==> src/rsm_pkg.sv <==
// Shared constants and types for the row softmax core.
package rsm_pkg;

    localparam int MAX_ROW     = 64;
    localparam int STORE_DEPTH = 64;
    localparam int ADDR_W      = $clog2(STORE_DEPTH);
    localparam int CNT_W       = $clog2(STORE_DEPTH + 1);
    localparam int LOGIT_W     = 16;
    localparam int PROB_W      = 17;
    localparam int SUM_W       = 23;
    localparam int SQ_STEPS    = 16;
    localparam int DIV_STEPS   = 16;
    localparam int SQ_CNT_W    = $clog2(SQ_STEPS);
    localparam int DIV_CNT_W   = $clog2(DIV_STEPS);

    localparam logic [PROB_W-1:0] ONE_Q16 = PROB_W'(65536);

    typedef struct packed {
        logic               start;
        logic [LOGIT_W-1:0] gap;
    } exp_req_t;

    typedef struct packed {
        logic              done;
        logic [PROB_W-1:0] value;
    } unit_rsp_t;

    typedef struct packed {
        logic              start;
        logic [PROB_W-1:0] num;
        logic [SUM_W-1:0]  den;
    } div_req_t;

endpackage

==> src/row_softmax_core.sv <==
// Top level of the row softmax core: row memories, sequencer and output register.
//
// Usage: logits arrive on the s_ channel, one signed Q8.8 value per transfer,
// with s_tlast on the final element of a row. The core stores each element in
// a 64-entry row memory and tracks the running maximum, one transfer per cycle.
// After the last element, s_tready drops while the core walks the row twice:
// first it reads each element, runs the exponential unit (16 squarings, none
// for an element equal to the maximum) and writes the result to an exp memory
// while summing; then it reads each exp back and runs the divider (one
// quotient bit at a time) to produce the Q1.16 probability on the m_ channel,
// tlast on the last one and tuser set when the row ran past 64 elements
// (extra elements are dropped). The memories have a registered read; writes
// and reads never target the same memory in the same phase, so no forwarding
// is needed. A stalled m_tready holds the output register and stalls the
// divide walk; loading of the next row resumes once the last probability
// sits in the output register. Reset clears the sequencer, counters and sum
// and sets the maximum to the most negative logit; memory contents are left
// as they are and only written entries are read.
module row_softmax_core (
    input  logic        clk,
    input  logic        rst_n,
    input  logic        s_tvalid,
    output logic        s_tready,
    input  logic [15:0] s_tdata,   // [15:0] logit
    input  logic        s_tlast,
    output logic        m_tvalid,
    input  logic        m_tready,
    output logic [23:0] m_tdata,   // [16:0] prob, [23:17] zero
    output logic        m_tlast,
    output logic        m_tuser    // [0] overflow
);
    import rsm_pkg::*;

    typedef enum logic [3:0] {
        ST_LOAD,
        ST_E_RD,
        ST_E_GO,
        ST_E_WAIT,
        ST_D_RD,
        ST_D_GO,
        ST_D_WAIT,
        ST_D_OUT
    } state_t;

    state_t                    state_reg;
    logic signed [LOGIT_W-1:0] max_reg;
    logic [SUM_W-1:0]          sum_reg;
    logic [CNT_W-1:0]          count_reg;
    logic                      ovf_reg;
    logic [ADDR_W-1:0]         k_reg;
    logic                      out_valid_reg;
    logic [PROB_W-1:0]         prob_reg;
    logic                      last_reg;
    logic                      oflag_reg;

    logic [LOGIT_W-1:0] row_mem [STORE_DEPTH];
    logic [PROB_W-1:0]  exp_mem [STORE_DEPTH];
    logic [LOGIT_W-1:0] row_rd_reg;
    logic [PROB_W-1:0]  exp_rd_reg;

    exp_req_t  exp_req;
    unit_rsp_t exp_rsp;
    div_req_t  div_req;
    unit_rsp_t div_rsp;

    logic                      in_xfer;
    logic                      store_ok;
    logic signed [LOGIT_W-1:0] logit;
    logic signed [LOGIT_W:0]   dist_full;
    logic                      at_end;
    logic                      out_free;
    logic                      out_load;

    assign s_tready  = (state_reg == ST_LOAD);
    assign in_xfer   = s_tvalid && s_tready;
    assign logit     = signed'(s_tdata);
    assign store_ok  = count_reg < CNT_W'(MAX_ROW);
    assign dist_full = {max_reg[LOGIT_W-1], max_reg}
                     - {row_rd_reg[LOGIT_W-1], row_rd_reg};
    assign at_end    = (CNT_W'(k_reg) + 1'b1) == count_reg;
    assign out_free  = !out_valid_reg || m_tready;
    assign out_load  = (state_reg == ST_D_OUT) && out_free;

    assign exp_req.start = (state_reg == ST_E_GO);
    assign exp_req.gap   = dist_full[LOGIT_W-1:0];
    assign div_req.start = (state_reg == ST_D_GO);
    assign div_req.num   = exp_rd_reg;
    assign div_req.den   = sum_reg;

    rsm_exp u_exp (
        .clk   (clk),
        .rst_n (rst_n),
        .req   (exp_req),
        .rsp   (exp_rsp)
    );

    rsm_div u_div (
        .clk   (clk),
        .rst_n (rst_n),
        .req   (div_req),
        .rsp   (div_rsp)
    );

    // Row memory: written during load, read during the exp walk
    always_ff @(posedge clk)
    begin
        if (in_xfer && store_ok)
            row_mem[count_reg[ADDR_W-1:0]] <= s_tdata;
        row_rd_reg <= row_mem[k_reg];
    end

    // Exp memory: written during the exp walk, read during the divide walk
    always_ff @(posedge clk)
    begin
        if (state_reg == ST_E_WAIT && exp_rsp.done)
            exp_mem[k_reg] <= exp_rsp.value;
        exp_rd_reg <= exp_mem[k_reg];
    end

    always_ff @(posedge clk or negedge rst_n)
    begin
        if (!rst_n)
        begin
            state_reg     <= ST_LOAD;
            max_reg       <= signed'(LOGIT_W'(1) << (LOGIT_W - 1));
            sum_reg       <= '0;
            count_reg     <= '0;
            ovf_reg       <= 1'b0;
            k_reg         <= '0;
            out_valid_reg <= 1'b0;
            prob_reg      <= '0;
            last_reg      <= 1'b0;
            oflag_reg     <= 1'b0;
        end
        else
        begin
            // Drop valid after the transfer unless a new probability loads
            if (out_valid_reg && m_tready && !out_load)
                out_valid_reg <= 1'b0;

            case (state_reg)
                ST_LOAD:
                begin
                    if (in_xfer)
                    begin
                        if (store_ok)
                        begin
                            count_reg <= count_reg + 1'b1;
                            if (logit > max_reg)
                                max_reg <= logit;
                        end
                        else
                        begin
                            ovf_reg <= 1'b1;
                        end
                        if (s_tlast)
                        begin
                            k_reg     <= '0;
                            sum_reg   <= '0;
                            state_reg <= ST_E_RD;
                        end
                    end
                end
                ST_E_RD:   state_reg <= ST_E_GO;
                ST_E_GO:   state_reg <= ST_E_WAIT;
                ST_E_WAIT:
                begin
                    if (exp_rsp.done)
                    begin
                        sum_reg <= sum_reg + SUM_W'(exp_rsp.value);
                        if (at_end)
                        begin
                            k_reg     <= '0;
                            state_reg <= ST_D_RD;
                        end
                        else
                        begin
                            k_reg     <= k_reg + 1'b1;
                            state_reg <= ST_E_RD;
                        end
                    end
                end
                ST_D_RD:   state_reg <= ST_D_GO;
                ST_D_GO:   state_reg <= ST_D_WAIT;
                ST_D_WAIT:
                begin
                    if (div_rsp.done)
                        state_reg <= ST_D_OUT;
                end
                ST_D_OUT:
                begin
                    if (out_free)
                    begin
                        out_valid_reg <= 1'b1;
                        prob_reg      <= div_rsp.value;
                        last_reg      <= at_end;
                        oflag_reg     <= ovf_reg;
                        if (at_end)
                        begin
                            k_reg     <= '0;
                            count_reg <= '0;
                            ovf_reg   <= 1'b0;
                            max_reg   <= signed'(LOGIT_W'(1) << (LOGIT_W - 1));
                            state_reg <= ST_LOAD;
                        end
                        else
                        begin
                            k_reg     <= k_reg + 1'b1;
                            state_reg <= ST_D_RD;
                        end
                    end
                end
                default:   state_reg <= ST_LOAD;
            endcase
        end
    end

    assign m_tvalid = out_valid_reg;
    assign m_tdata  = {7'b0, prob_reg};
    assign m_tlast  = last_reg;
    assign m_tuser  = oflag_reg;

`ifndef ASSERT_OFF
    // The row count never passes the row limit
    assert property (@(posedge clk) disable iff (!rst_n)
        count_reg <= CNT_W'(MAX_ROW))
        else $error("row count beyond limit");

    // Outside loading the row is never empty
    assert property (@(posedge clk) disable iff (!rst_n)
        state_reg != ST_LOAD |-> count_reg != '0)
        else $error("walk over an empty row");

    // The maximum element alone contributes 1.0 to the sum before division
    assert property (@(posedge clk) disable iff (!rst_n)
        state_reg == ST_D_GO |-> sum_reg >= SUM_W'(ONE_Q16))
        else $error("exp sum below 1.0");

    // A probability never exceeds 1.0
    assert property (@(posedge clk) disable iff (!rst_n)
        (state_reg == ST_D_OUT && out_free) |=> prob_reg <= ONE_Q16)
        else $error("probability above 1.0");
`endif

endmodule

==> src/rsm_exp.sv <==
// Iterative exp(-d/256) unit: sixteen repeated squarings of a Q0.32 value.
module rsm_exp (
    input  logic              clk,
    input  logic              rst_n,
    input  rsm_pkg::exp_req_t req,
    output rsm_pkg::unit_rsp_t rsp
);
    import rsm_pkg::*;

    logic                busy_reg;
    logic                done_reg;
    logic [SQ_CNT_W-1:0] cnt_reg;
    logic [31:0]         r_reg;
    logic [PROB_W-1:0]   e_reg;
    logic [63:0]         sq;
    logic [32:0]         r_init;

    assign sq     = 64'(r_reg) * 64'(r_reg);
    assign r_init = 33'h1_0000_0000 - {9'b0, req.gap, 8'b0};

    always_ff @(posedge clk or negedge rst_n)
    begin
        if (!rst_n)
        begin
            busy_reg <= 1'b0;
            done_reg <= 1'b0;
            cnt_reg  <= '0;
        end
        else
        begin
            done_reg <= 1'b0;
            if (req.start)
            begin
                cnt_reg <= '0;
                if (req.gap == '0)
                    done_reg <= 1'b1;
                else
                    busy_reg <= 1'b1;
            end
            else if (busy_reg)
            begin
                cnt_reg <= cnt_reg + 1'b1;
                if (cnt_reg == SQ_CNT_W'(SQ_STEPS - 1))
                begin
                    busy_reg <= 1'b0;
                    done_reg <= 1'b1;
                end
            end
        end
    end

    always_ff @(posedge clk)
    begin
        if (req.start)
        begin
            r_reg <= r_init[31:0];
            e_reg <= ONE_Q16;
        end
        else if (busy_reg)
        begin
            r_reg <= sq[63:32];
            e_reg <= {1'b0, sq[63:48]};
        end
    end

    assign rsp.done  = done_reg;
    assign rsp.value = e_reg;

endmodule

==> src/rsm_div.sv <==
// Restoring divider: floor(num * 2^16 / den), one quotient bit per cycle.
module rsm_div (
    input  logic               clk,
    input  logic               rst_n,
    input  rsm_pkg::div_req_t  req,
    output rsm_pkg::unit_rsp_t rsp
);
    import rsm_pkg::*;

    logic                 busy_reg;
    logic                 done_reg;
    logic [DIV_CNT_W-1:0] cnt_reg;
    logic [SUM_W-1:0]     rem_reg;
    logic [PROB_W-1:0]    q_reg;
    logic [SUM_W:0]       rem2;
    logic                 fits;
    logic                 ge0;
    logic [SUM_W-1:0]     num_x;

    assign num_x = SUM_W'(req.num);
    assign ge0   = num_x >= req.den;
    assign rem2  = {rem_reg, 1'b0};
    assign fits  = rem2 >= {1'b0, req.den};

    always_ff @(posedge clk or negedge rst_n)
    begin
        if (!rst_n)
        begin
            busy_reg <= 1'b0;
            done_reg <= 1'b0;
            cnt_reg  <= '0;
        end
        else
        begin
            done_reg <= 1'b0;
            if (req.start)
            begin
                busy_reg <= 1'b1;
                cnt_reg  <= '0;
            end
            else if (busy_reg)
            begin
                cnt_reg <= cnt_reg + 1'b1;
                if (cnt_reg == DIV_CNT_W'(DIV_STEPS - 1))
                begin
                    busy_reg <= 1'b0;
                    done_reg <= 1'b1;
                end
            end
        end
    end

    // den must hold steady while busy
    always_ff @(posedge clk)
    begin
        if (req.start)
        begin
            q_reg   <= PROB_W'(ge0);
            rem_reg <= ge0 ? (num_x - req.den) : num_x;
        end
        else if (busy_reg)
        begin
            q_reg   <= {q_reg[PROB_W-2:0], fits};
            rem_reg <= fits ? SUM_W'(rem2 - {1'b0, req.den}) : rem2[SUM_W-1:0];
        end
    end

    assign rsp.done  = done_reg;
    assign rsp.value = q_reg;

endmodule
==> config.mk <==
export PLATFORM = sky130hd
export DESIGN_NAME = row_softmax_core
export DESIGN_NICKNAME = d
export VERILOG_FILES = /design/src/rsm_pkg.sv /design/src/row_softmax_core.sv /design/src/rsm_exp.sv /design/src/rsm_div.sv
export SDC_FILE = /design/constraint.sdc
export NUM_CORES = 2
export LEC_CHECK = 0
export ABC_AREA = 0
export BUFFER_PORTS_ARGS = -buffer_cell sky130_fd_sc_hd__buf_2
export CAP_MARGIN = 20
export CORE_AREA = 2 2 466 468
export CTS_CLUSTER_DIAMETER = 60
export DETAILED_ROUTE_END_ITERATION = 7
export DIE_AREA = 0 0 468 470
export PLACE_DENSITY = 0.7
export REMOVE_ABC_BUFFERS = 1
export SETUP_SLACK_MARGIN = 0.3
export SYNTH_ARGS = -nofsm -noshare
export SYNTH_HDL_FRONTEND = slang
export SYNTH_SLANG_ARGS = --single-unit
==> constraint.sdc <==
create_clock -name clk -period 13.7 [get_ports clk]
set_input_delay 0.685 -clock clk [delete_from_list [all_inputs] [get_ports clk]]
set_output_delay 0.685 -clock clk [all_outputs]
set_load 0.02 [all_outputs]
Word-level counts from Yosys, hierarchy flattened. Memories as Yosys holds them, arrays and structs flattened. A register that Yosys moved wholly into a read port is not among the register bits. Cells that the tools add are included. Widths: inputs -> output; s select.

Bits in registers: 178. RAM bits: 2112. Output and inout bits: 28. Memories kept: 2.

Add/sub/neg operators: 10. Multiply operators: 1. Order comparisons: 4. Equality and inequality tests: 20. Multiplexer cells: 67. Reductions and logical operators: 23.

Memory list: exp_mem (words 64, bits a word 17, rd ports 1, clocked after memory_dff 1, write ports 1, line row_softmax_core.sv:57) `logic [PROB_W-1:0] exp_mem [STORE_DEPTH];`; row_mem (words 64, bits a word 16, rd ports 1, clocked after memory_dff 1, write ports 1, line row_softmax_core.sv:56) `logic [LOGIT_W-1:0] row_mem [STORE_DEPTH];`.

Operator list (number): $mux 23 (7); $mux 16 (5); $mul 32x32->64 (1); $mux 32 (2); $pmux 23 s2 (1); $mux 4 (9); $pmux 16 s2 (1); $pmux 4 s8 (1); $mux 6 (5); $mux 7 (4); $mux 1 (27); $sub 1x24->25 const A (1); $ge 24x23->1 (1); $add 23x17->23 (1); $ge 17x23->1 (1); $sub 17x23->23 (1); $sub 23x23->23 (1); $reduce_and 5->1 (4); $pmux 6 s3 (1); $eq 4x3->1 const B (4); $gt 16x16->1 (1); $logic_not 16->1 (1); $sub 16x16->16 (1); $pmux 7 s2 (1); other kinds (22) (43).

Logic depth before layout (Yosys ltp).
Depth in word-level cells: 8. Gate-level depth with buffers: 30.

By module. A second synthesis with hierarchy kept.

Cells, all modules: 8726. Area total of the unflattened synthesis: 122970.4 µm².

By module, submodules not included: row_softmax_core (instances 1, cells each 4874, area each 87249.9 µm²); rsm_exp (instances 1, cells each 3367, area each 31471.4 µm²); rsm_div (instances 1, cells each 485, area each 4249.1 µm²).

Worst setup path before layout. Ideal clock, no wire load.

Path type: reg-to-reg. Start point: register u_exp.r_reg[14]. End point: register u_exp.r_reg[28] (data pin). Data arrival time: 7.283 ns. Data required time: 13.434 ns. Slack: 6.151 ns. Cell stages (with the launch flop): 28. Period minus slack after synthesis: 7.549 ns. Cells stage by stage: edfxtp_1 -> clkbuf_1 -> clkbuf_1 -> nand2_1 -> fa_1 -> inv_1 -> fa_1 -> inv_1 -> fa_1 -> fa_1 -> inv_1 -> fa_1 -> inv_1 -> fa_1 -> inv_1 -> fa_1 -> fa_1 -> ha_1 -> a21oi_2 -> o21ai_0 -> a221oi_1 -> nand3_1 -> a41oi_2 -> a21o_1 -> o221ai_1 -> a31oi_1 -> xor2_1 -> o21ai_1.

Word-level cells in the longest chain between the ends: 3.

Ends and longest elaborated chain: start, declared (line rsm_exp.sv:13) `logic [31:0] r_reg;`; start signal, assigned (line rsm_exp.sv:56) `r_reg <= r_init[31:0];`; start signal, assigned (line rsm_exp.sv:61) `r_reg <= sq[63:32];`; $mul 32x32->64 (line rsm_exp.sv:18) `assign sq = 64'(r_reg) * 64'(r_reg);`; $mux 32 (line rsm_exp.sv:59) `else if (busy_reg)`; $mux 32 (line rsm_exp.sv:54) `if (req.start)`.

Every way passes these cells. The select of a mux whose other input is x is not followed. A chain may end at the register's enable or synchronous reset.

Final worst setup path.
Start point: register u_exp.r_reg[16]. End point: register u_exp.r_reg[23] (data pin).

Same word-level chain as after synthesis.

==> results.txt <==
* Run status: finished, final reports clean
* Number of max-cap violations: 0
* Via count of the first global-routing pass: 75200
- Finished Core Util: 59.8%
- Core footprint: about 220000 um2
* Final WL: 324000 um
- Time the final worst path needs with I/O delays and setup: 8.88 ns
* Largest fanout on the critical path: 25
- Using the TritonRoute via totals, the vias-per-cell ratio works out to 6.33.
- In the global route stage, overall resource usage came out at 29.5%.
- Data on the critical path is required at its endpoint by 14.34 ns.
- No sink is reached through more buffers than the 3 on the longest clock path.
- Switching power of the nets: 2.76 mW
- The number of hold buffers added after CTS was 1.
* Std-Cell Rows: 171
- Total of buffers placed on input and output ports: 41
- Count of cell types in the netlist: 90
- Power per Cell Area: ~110 nW/um2
- Top routing layer used: met5
* Most instantiated cells after synthesis: edfxtp_1, inv_1, fa_1
- For this run, the leading register cell type out of synthesis is edfxtp_1.
- Horizontal die dimension: 468 um
- Highest Clock Rate: 0.113 GHz
- Clock-pin slew was measured on the worst setup and hold paths at around 0.060 ns.
* Fraction of post-synthesis cell area in the top cell type by area: 55.5%
- The detailed router put a total of 121000 um of wire on met1.
- The initial utilization of the core area, before any placement, comes to between 50% and 60%.
- Gate power share: 0.6%
* Proportion of register bits with asynchronous set or reset after synthesis: between 3 and 4%
- FF+latch count, synth: roughly 2300
- The die is roughly 470 um tall.
- Clock share of power: between 40% and 50%
- Before CTS, the worst setup slack after placement is 4.88 ns.
* Element type at the critical path end: flip-flop
- The worst setup path is launched from a flip-flop.
* Top cell type by total area after synthesis: edfxtp_1
* Critical path start-end classification: reg -> reg
- Setup Buffers After CTS: 0
- Wire length of the first global-routing pass: slightly below 500000 um
- GRT overflow: 0
* Register share of total power: 55.7%
- Number of remaining DRC errors: 0
- CTS built an H-tree with a depth of 4.
- For this run, the detailed router's first-pass iteration total came to 8.
- Filler cell count: 16300
- Wire per inst: 28.0 um
- The analysis attributes to cell leakage a power of 50.4 nW.
- Across the routed clock network, the largest skew measured is 0.0672 ns.
- Switching fraction of total power: about a fifth
- After the last flow step, the layout net total stands at a little under 10000.
- Buffers inserted during clock tree synthesis total about 220.
- Sequential cell area fraction in the yosys report: 58.5%
* Top Ports: 49
- Remaining number of nets flagged by the antenna check after routing: 0
* Cell area after synthesis: 117000 um2
- Final setup violation count: 0
- The most common cell in the synthesized netlist is edfxtp_1.
* Sink count of the clock tree: ~2300
- Initial antenna violation count: 11
* Worst slew margin relative to its limit: 16.4%
* Count of yosys warnings during synthesis: 0
- Across all layers, the routed design uses 73100 vias.
- Total of cells resized after clock tree synthesis: 0
- Met3 wirelength from detailed routing: 31600 um
* Measured slew at the worst slew-check pin: 1.24 ns
* Internal power of the cells: around 11 mW
- Final-report hold violation count: 0
- Final hold analysis gives a worst-case slack of 0.227 ns.
- The register with the most flip-flops in the layout has 1088 of them.
- Post-synthesis area per instance: 13.9 um2
- Half-perimeter wire length of the detailed placement result: 202000 um
- Gp weighted congestion: 0.941
- Die Area: about 220000 um2
- In this run the worst hold path is classified as in -> reg.
* Summed negative setup slack over all endpoints: 0 ns
- Share of layout cells above drive strength 1: between 8 and 9%
* Clock tree from TritonCTS: built
- Counting flops with a built-in enable in the synthesized netlist gives 2168.
* Arrival time of data at the critical path endpoint: 9.52 ns
* Worst Slack Setup Final: 4.82 ns
* Largest cells by area after synthesis: edfxtp_1, fa_1, ha_1, a22oi_1, inv_1
* Count of pins over their slew limit: 0
* Clock root buffer: clkbuf_16
- The routed design uses roughly 150000 um of met2 wire.
* Layout overhead on the synthesized area: 9.87%
* Gate count of the mapped netlist: 8431
- Worst ir drop on vdd: between 0.1 and 0.15 mV
- Setup repair after global routing missed its margin: no
- Clk_lat worst skew: 0.91 ns
* Fin crit share: 64.8%
- The detailed router finished its first iteration with 9197 violations.
- Largest net degree at the start of global routing: 106
worst max-delay path, stage by stage (launching register included):
cell	delay [ns]
edfxtp_1	0.32
buf_4	0.41
clkinv_1	0.57
nor2_1	0.31
fa_1	0.47
fa_1	0.52
inv_1	0.05
fa_1	0.49
fa_1	0.52
inv_1	0.06
fa_1	0.55
fa_1	0.43
fa_1	0.50
inv_1	0.05
fa_1	0.48
inv_1	0.05
ha_1	0.37
and2_1	0.24
and3_1	0.24
o2111ai_1	0.27
o21ai_0	0.18
a211oi_2	0.58
o21bai_1	0.32
a31oi_1	0.38
xor2_1	0.19
mux2i_1	0.09
through the flow:
| step | instances | cell area (um2) | power (mW) |
|---|---|---|---|
| final | 11600 | 129000 | 13.8 |
| after floorplan | 7986 | 116000 | 7.84 |
| after global routing | 11600 | 129000 | 14.1 |
| after detailed placement | 11100 | 122000 | 7.92 |
| after global placement | 11100 | 122000 | 7.91 |
| after CTS | 11500 | 129000 | 13.8 |
cells in the final DEF, fill, tap and decap left out, types with 20 or more instances in the layout:
cell type  Yosys  layout
buf_2         13      43
and3_1        25      23
nand3_1       51      50
mux2_2        22      22
nor2b_1       29      29
nor4_1        55      52
a221oi_1     236     236
a21o_1        66      66
a31oi_1      257     257
nor3_1        35      32
clkinv_2       0      39
nand2b_1      21      20
edfxtp_1    2168    2168
dfxtp_1       66      49
ha_1         388     388
clkbuf_16      0     221
clkbuf_1     356      48
a21oi_1      160     159
o21ai_0      123     123
fa_1         795     795
a211oi_1      41      41
xor2_1        64      64
nand2_1      407     405
xnor2_1       95      95
clkinv_1       1      51
inv_1       1056    1056
and2_1       235     234
nand4_1       66      66
a22oi_1      591     591
mux2i_1       55      55
nor2_1       329     314
buf_4          9     243
dfrtp_1       87      87
a22o_1       238     238
path summary, 6_finish.rpt:
check	end	cells after the start	slack, ns	from
min in group asynchronous	prob_reg[10]$_DFFE_PN0P_	2	0.37	rst_n
min	max_reg[14]$_DFFE_PN0P_	3	0.23	s_tdata[14]
max reg2reg	u_exp.r_reg[23]$_DFFE_PP_	25	4.82	u_exp.r_reg[16]$_DFFE_PP_
max in group asynchronous	max_reg[5]$_DFFE_PN0P_	3	12.08	rst_n
max	u_exp.r_reg[23]$_DFFE_PP_	25	4.82	u_exp.r_reg[16]$_DFFE_PP_
min reg2reg	u_div.q_reg[8]$_SDFFE_PP0P_	2	0.49	u_div.q_reg[7]$_SDFFE_PP0P_
power by group through the flow:
stage / sequential (mW) / combinational, mW / clock (mW)
after detailed placement: 7.84 / 0.0775 / 0
after global placement: 7.84 / 0.0744 / 0
after global routing: 7.68 / 0.0840 / 6.33
final: 7.69 / 0.0799 / 6.03
after floorplan: 7.84 / 0.00512 / 0
after CTS: 7.69 / 0.0777 / 6.07
logic make-up after synthesis:
logic type	count (synthesis)	share of synthesized area, %
adder cells (fa/ha/maj)	1183	17.7
AO/OA/AOI/OAI	1863	11.7
XOR/XNOR	160	1.20
other	1	0.00319
buffers and inverters	1508	4.87
flip-flops	2322	58.5
multiplexers	77	0.680
AND/OR/NAND/NOR	1317	5.43
layout make-up:
cell class	instances	area [um2]	area share [%]
tap	2854	3570	2.77
multi-input combinational	4607	43200	33.5
inverter	1057	3970	3.08
timing repair buffer	307	2420	1.88
clock inverter	134	1420	1.10
clock buffer	273	5750	4.46
sequential	2322	68600	53.2
antenna	3	7.51	0.00582
layer usage:
layer,vias up,track usage [%]
li1,31000,-
met2,4251,47.7
met3,817,4.69
met4,2,13.9
met1,37100,39.4
met5,-,0
(Power assumes the default switching activity.)
